## src/hw/rtl/dbs_pkg.sv

```systemverilog
package dbs_pkg;

    localparam int unsigned DefLevels = 10;
    localparam int unsigned KeyW      = 32;
    localparam int unsigned LevelW    = 4;

    typedef enum logic [0:0] {
        KIND_INSERT = 1'b0,
        KIND_SEARCH = 1'b1
    } kind_t;

    typedef struct packed {
        logic start_search;
        logic start_merge;
        logic start_insert0;
        logic done_ack;
    } dbs_cmd_t;

    typedef struct packed {
        logic busy;
        logic finish;
        logic found;
    } dbs_status_t;

endpackage

```

## src/hw/rtl/dbs_ctrl.sv

```systemverilog
module dbs_ctrl #(
    parameter int unsigned LEVELS = dbs_pkg::DefLevels,
    parameter int unsigned LW     = $clog2(LEVELS + 1)
) (
    input  logic                       clk,
    input  logic                       rst_n,
    input  logic                       in_valid,
    output logic                       in_ready,
    input  logic                       kind,
    output logic                       out_valid,
    input  logic                       out_ready,
    output logic                       found,
    output logic [dbs_pkg::LevelW-1:0] level,
    output logic                       full_res,
    output dbs_pkg::dbs_cmd_t          cmd,
    input  dbs_pkg::dbs_status_t       status,
    input  logic [LW-1:0]              hit_level,
    output logic [LEVELS-1:0]          count,
    output logic [LW-1:0]              dst_level
);
    import dbs_pkg::*;

    typedef enum logic [2:0] {
        C_IDLE = 3'b001,
        C_WORK = 3'b010,
        C_OUT  = 3'b100
    } ctrl_state_t;

    ctrl_state_t       state_reg, state_next;
    logic [LEVELS-1:0] count_reg, count_next;
    logic              found_reg, found_next, full_reg, full_next;
    logic [LevelW-1:0] level_reg, level_next;
    logic              is_ins, is_full, accept;
    logic              ins_reg;
    logic [LW-1:0]     j;

    assign count   = count_reg;
    assign is_ins  = (kind_t'(kind) == KIND_INSERT);
    assign is_full = &count_reg;
    assign accept  = in_valid && in_ready;

    always_comb
    begin
        j = LW'(LEVELS);
        for (int i = LEVELS - 1; i >= 0; i--)
        begin
            if (!count_reg[i])
            begin
                j = LW'(i);
            end
        end
    end
    assign dst_level = j;

    assign in_ready  = (state_reg == C_IDLE);
    assign out_valid = (state_reg == C_OUT);
    assign found     = found_reg;
    assign level     = level_reg;
    assign full_res  = full_reg;

    always_comb
    begin
        state_next = state_reg;
        count_next = count_reg;
        found_next = found_reg;
        full_next  = full_reg;
        level_next = level_reg;
        cmd        = '0;
        unique case (state_reg)
            C_IDLE:
            begin
                if (accept)
                begin
                    found_next = 1'b0;
                    level_next = '0;
                    full_next  = 1'b0;
                    if (is_ins && is_full)
                    begin
                        full_next  = 1'b1;
                        state_next = C_OUT;
                    end
                    else if (is_ins)
                    begin
                        cmd.start_insert0 = (j == '0);
                        cmd.start_merge   = (j != '0);
                        state_next        = C_WORK;
                    end
                    else
                    begin
                        cmd.start_search = 1'b1;
                        state_next       = C_WORK;
                    end
                end
            end
            C_WORK:
            begin
                if (status.finish)
                begin
                    cmd.done_ack = 1'b1;
                    if (!ins_reg)
                    begin
                        found_next = status.found;
                        level_next = status.found ? LevelW'(hit_level) : '0;
                    end
                    else
                    begin
                        count_next = count_reg + LEVELS'(1);
                    end
                    state_next = C_OUT;
                end
            end
            C_OUT:
            begin
                if (out_ready)
                begin
                    state_next = C_IDLE;
                end
            end
            default:
            begin
                state_next = C_IDLE;
            end
        endcase
    end

    always_ff @(posedge clk or negedge rst_n)
    begin
        if (!rst_n)
        begin
            state_reg <= C_IDLE;
            count_reg <= '0;
        end
        else
        begin
            state_reg <= state_next;
            count_reg <= count_next;
        end
    end

    always_ff @(posedge clk)
    begin
        found_reg <= found_next;
        full_reg  <= full_next;
        level_reg <= level_next;
        if (accept)
        begin
            ins_reg <= is_ins;
        end
    end

    a_full_hold: assert property (@(posedge clk) disable iff (!rst_n)
        (out_valid && full_res) |-> is_full)
        else $error("full flag without full store");
    a_one_kind: assert property (@(posedge clk) disable iff (!rst_n)
        out_valid |-> !(full_res && found))
        else $error("full and found together");
    a_count_step: assert property (@(posedge clk) disable iff (!rst_n)
        (state_reg == C_IDLE) |=> (count_reg == $past(count_reg)))
        else $error("count moved while idle");

endmodule

```

## config.mk

```make
export PLATFORM = sky130hd
export DESIGN_NAME = dbs_ctrl
export DESIGN_NICKNAME = d
export VERILOG_FILES = /design/src/hw/rtl/dbs_pkg.sv /design/src/hw/rtl/dbs_ctrl.sv
export SDC_FILE = /design/constraint.sdc
export NUM_CORES = 1
export LEC_CHECK = 0
export ABC_AREA = 1
export BUFFER_PORTS_ARGS = -buffer_cell sky130_fd_sc_hd__buf_2
export CORE_MARGIN = 2
export CORE_UTILIZATION = 45
export DETAILED_ROUTE_END_ITERATION = 6
export PLACE_DENSITY = 0.73
export SLEW_MARGIN = 0
export SYNTH_ARGS = -nofsm -noshare
export SYNTH_HDL_FRONTEND = slang
export SYNTH_SLANG_ARGS = --single-unit
```

## constraint.sdc

```tcl
create_clock -name clk -period 2.25 [get_ports clk]
set_clock_uncertainty 0.1 [all_clocks]
set_input_delay 0.1125 -clock clk [delete_from_list [all_inputs] [get_ports clk]]
set_output_delay 0.1125 -clock clk [all_outputs]
set_load 0.05 [all_outputs]
```

# [Word level (Yosys, flattened, before mapping)]
# Index checks and enable logic that the tools add are counted.
[word_totals] out_inout_bits=26 ff_bits=20 input_bits=12
[classes] muxes=32 n_eq_ne=7 reduce_logical=10 bitwise=1 n_addsub=1
[ops] op="2-to-1 mux 4 bit" n=12
[ops] op="2-to-1 mux 3 bit" n=7
[ops] op="adder 10 x 1 -> 10 bit (second input constant)" n=1
[ops] op="AND reduction 10 bit" n=1
[ops] op="one-hot mux 3 bit (3 select lines)" n=1
[ops] op="one-hot mux 4 bit (2 select lines)" n=1
[ops] op="2-to-1 mux 1 bit" n=7
[ops] op="2-to-1 mux 2 bit" n=3
[ops] op="AND reduction 3 bit" n=2
[ops] op="logical NOT 4 bit" n=1
[ops] op="inequality test 2 x 1 -> 1 bit (second input constant)" n=2
[ops] op="inequality test 2 bit (second input constant)" n=2
[ops] op="AND reduction 4 bit" n=1
[ops] op="nonzero test 4 bit" n=1
[ops] op="equality test 3 x 1 -> 1 bit (second input constant)" n=1
[ops] op="equality test 3 x 2 -> 1 bit (second input constant)" n=1
[ops] op="equality test 3 bit (second input constant)" n=1
[ops] op="logical AND 1 bit" n=2
[ops] op="one-hot mux 1 bit (2 select lines)" n=1
[ops] op="AND reduction 2 bit" n=1
[ops] op="nonzero test 2 bit" n=1
[ops] op="inverter 1 bit" n=1

# [Logic depth before layout (Yosys ltp)]
[logic_depth] ltp_word=15 mapped_depth=9 ltp_nobuf=9

# [Worst setup path after synthesis]
# OpenSTA, ideal clock, no wires.
[synth_path] kind="register to output" from="reg state_reg[0]" to="out cmd[3] (netlist name)" required_ns=2.037 t_arrival_ns=2.522 stages_incl_launch_ff=5 setup_slack_ns=-0.485 cell_sequence="dfstp_2 > inv_2 > nor3_2 > inv_2 > nor3_1"
[synth_rtl] item="from (decl)" line_no="dbs_ctrl.sv:29" rtl="ctrl_state_t state_reg, state_next;"
[synth_rtl] item="from (signal assigned)" line_no="dbs_ctrl.sv:135" rtl="state_reg <= state_next;"
[synth_rtl] item="to (decl)" line_no="dbs_ctrl.sv:15" rtl="output dbs_pkg::dbs_cmd_t cmd,"

==> results.md <==
| Quantity | This run |
|:---|:---|
| Area of the mapped netlist | 1140 sq um |
| Final estimated routing congestion in global placement | 0.887 |
| Clk sink count | 20 |
| Most congested layer reported by global routing | met2 |
| Floorplan die area | 2950 sq um |
| Worst setup path category | flip-flop to primary output |
| Setup repair bufs after CTS | 0 |
| Sequential cell area | 537 sq um |
| First DRT Iteration DRCs | 19 |
| Post-route fraction of the period consumed by the critical path | 0.919 |
| Arrival @ worst endpoint | 1.86 ns |
| Share of layout cells above drive strength 1 | 0.320 |
| Clock input transition at the sequential cells of the worst setup and hold paths | 0.11 ns |
| Largest cells by area after synthesis | sky130_fd_sc_hd__dfrtp_1, sky130_fd_sc_hd__edfxtp_1, sky130_fd_sc_hd__nand2_1 |
| Met3 demand-to-capacity share in global routing | 0.0301 |
| Count of unresolved DRC violations after routing | 0 |
| Max VDD drop | 0.000799 V |
| Rel. slew slack | 0.666 |
| Timing-limited maximum frequency | 0.483 GHz |
| DRT antenna net count | 0 |
| Nets | 195 |
| Global router's overall resource usage | 0.175 |
| Number of standard cells after synthesis | 141 |
| Number of max-slew violations in the final report | 0 |
| Count of different cell masters after synthesis | 25 |
| Register area share after synthesis | 0.471 |
| Most frequent cells in the layout | sky130_fd_sc_hd__nand2_1, sky130_fd_sc_hd__buf_2, sky130_fd_sc_hd__inv_1 |
| Initial antenna violation count | 0 |
| Mean number of vias per cell | 4.69 |
| Data required time of the critical path | 2.04 ns |
| Max FFs per register | 10 |
| Antenna diode count | 0 |
| Number of global-route vias before repair | 925 |
| Power density over cell area | 1450 nW/um^2 |
| Cell row count | 18 |
| Number of buffers added by the clock tree synthesis step | 3 |
| Multi-input gate area | 500 sq um |
| Hold buffer count at cts | 2 |
| 1st-pass router iterations | 4 |
| Starting utilization of the core area | 0.468 |
| Via total after detailed routing | 990 |
| Post-layout instance count excluding filler cells | 211 |
| Overall die height | 54.3 um |
| Half-perimeter wire length of the detailed placement result | 1820 um |
| Final Setup Violations | 0 |
| Number of nets produced by synthesis | 154 |
| Number of buffers between clock root and the deepest sink | 2 |
| Number of storage elements in the synthesis netlist | 20 |
| Fin. Hold Viols | 0 |
| Sum of overflow across all layers after global routing | 0 |
| I/O pin count | 38 |
| Static Leakage | 0.769 nW |
| Worst slack on hold paths | 0.0270 ns |
| Placed cell count | 205 |
| Clock insertion delay at the later pin of the skew report | 0.29 ns |
| Horizontal die dimension | 54.3 um |
| Worst Setup Start Kind | flip-flop |
| Area fraction of the dominant cell type after synthesis | 0.264 |
| CTS H-Tree Depth | 1 |
| Layout Area Growth over Synthesis | 24.1% |
| Synthesis Warnings | 0 |
| Global Route met2 Usage | 0.297 |
| Wire length per cell after detailed routing | 10.7 um |
| Largest net degree at the start of global routing | 14 |
| Filler Cells Inserted | 227 |
| Min-Delay Path Class | primary input to flip-flop |
| Most common cell after layout, fill and taps aside | sky130_fd_sc_hd__nand2_1 |
| Cell at the root of the clock tree | sky130_fd_sc_hd__clkbuf_4 |
| Result of the run | completed |
| Library cell with the largest summed area after synthesis | sky130_fd_sc_hd__dfrtp_1 |
| Post-synthesis average cell area | 8.08 sq um |
| Top fanout value on the critical path | 9 |
| Endpoint type of the worst setup path | primary output |
| Pin slew with the least headroom to its limit | 0.499 ns |
| Number of max-capacitance violations reported | 0 |
| Resize count post-CTS | 0 |
| Global-route wire length before repair | 3740 um |
| Clock period minus final worst setup slack | 2.07 ns |
| GR met1 Demand/Resource | 0.217 |
| Detailed-route wire length | 2260 um |
| Number of buffers added on ports | 36 |
| Clock tree from TritonCTS | done |
| Unrepaired setup endpoints after global routing | no |
| Area of the core | 2430 sq um |
==> worst max-delay path, stage by stage (launching register included) <==
cell and delay [ns]:
sky130_fd_sc_hd__dfrtp_1 0.54, sky130_fd_sc_hd__ha_1 0.27, sky130_fd_sc_hd__inv_1 0.06, sky130_fd_sc_hd__nor2_1 0.15, sky130_fd_sc_hd__nand2_2 0.10, sky130_fd_sc_hd__o211ai_2 0.18
sky130_fd_sc_hd__nor2_1 0.06, sky130_fd_sc_hd__buf_2 0.22
==> kinds of logic after synthesis <==
logic type | after synthesis | share of synthesized area
AND/OR/NAND/NOR | 76 | 0.315
buffers and inverters | 29 | 0.103
flip-flops | 20 | 0.471
XOR/XNOR | 8 | 0.0615
AO/OA/AOI/OAI | 7 | 0.0374
adder cells (fa/ha/maj) | 1 | 0.0110
==> report_power, final <==
group | switching, W | internal (W) | total [W]
sequential | 0.000119 | 0.000536 | 0.000655
clock | 0.000104 | 0.0000984 | 0.000202
combinational | 0.000922 | 0.000264 | 0.00119
total | 0.00115 | 0.000898 | 0.00204
==> metal layers <==
layer  vias to the layer above  routed length (um)
met4                         0                  27
met3                         4                 161
met1                       431                 996
li1                        516                   -
met5                         -                   0
met2                        39                1070
==> Yosys cell counts <==
cell type                  count
sky130_fd_sc_hd__xor2_1        6
sky130_fd_sc_hd__nand3b_1      1
sky130_fd_sc_hd__dfrtp_1      12
sky130_fd_sc_hd__inv_1        22
sky130_fd_sc_hd__nor3_4        1
sky130_fd_sc_hd__edfxtp_1      7
sky130_fd_sc_hd__nor2_1       12
sky130_fd_sc_hd__nand3_2       2
sky130_fd_sc_hd__buf_6         1
sky130_fd_sc_hd__nand2_2       2
sky130_fd_sc_hd__o211ai_2      1
sky130_fd_sc_hd__a21oi_1       3
sky130_fd_sc_hd__o21ai_1       3
sky130_fd_sc_hd__nor3_1        6
sky130_fd_sc_hd__xnor2_1       2
sky130_fd_sc_hd__nand4_1       1
sky130_fd_sc_hd__nor3_2        1
sky130_fd_sc_hd__nand2_1      42
sky130_fd_sc_hd__nor2_4        2
sky130_fd_sc_hd__buf_2         1
sky130_fd_sc_hd__nor2_2        1
sky130_fd_sc_hd__inv_2         5
sky130_fd_sc_hd__dfstp_2       1
sky130_fd_sc_hd__nand3_1       5
sky130_fd_sc_hd__ha_1          1
==> metrics by stage <==
step           area (sq um)  utilization  total power [W]  setup TNS [ns]  setup WS (ns)
6_report               1410        0.581          0.00204               0          0.181
4_1_cts                1410        0.581          0.00206               0          0.193
5_1_grt                1410        0.581          0.00219               0         0.0590
3_5_place_dp           1360        0.558          0.00186               0          0.488
3_3_place_gp           1360        0.558          0.00183               0          0.558
2_1_floorplan          1150            -          0.00161         -0.0935        -0.0328
==> area by class of cell <==
| cell class | instances | share of cell area |
|---|---|---|
| Inverter | 27 | 0.0717 |
| Sequential cell | 20 | 0.380 |
| Timing Repair Buffer | 38 | 0.142 |
| Multi-Input combinational cell | 92 | 0.354 |
| Clock buffer | 4 | 0.0257 |
| Tap cell | 30 | 0.0266 |
==> path summary, 6_finish.rpt <==
check | start | end | slack [ns] | cells past startpoint
worst max-delay path | count[0] | cmd[1] | 0.18 | 7
worst min register to register | count[9] | count[9] | 0.47 | 2
worst min-delay path | hit_level[0] | level[0] | 0.03 | 3
min in group asynchronous | rst_n | count[9] | 0.12 | 2
worst max register to register | state_reg[0] | level[0] | 0.51 | 6
max in group asynchronous | rst_n | state_reg[0] | 1.66 | 2
(Power assumes the default switching activity.)
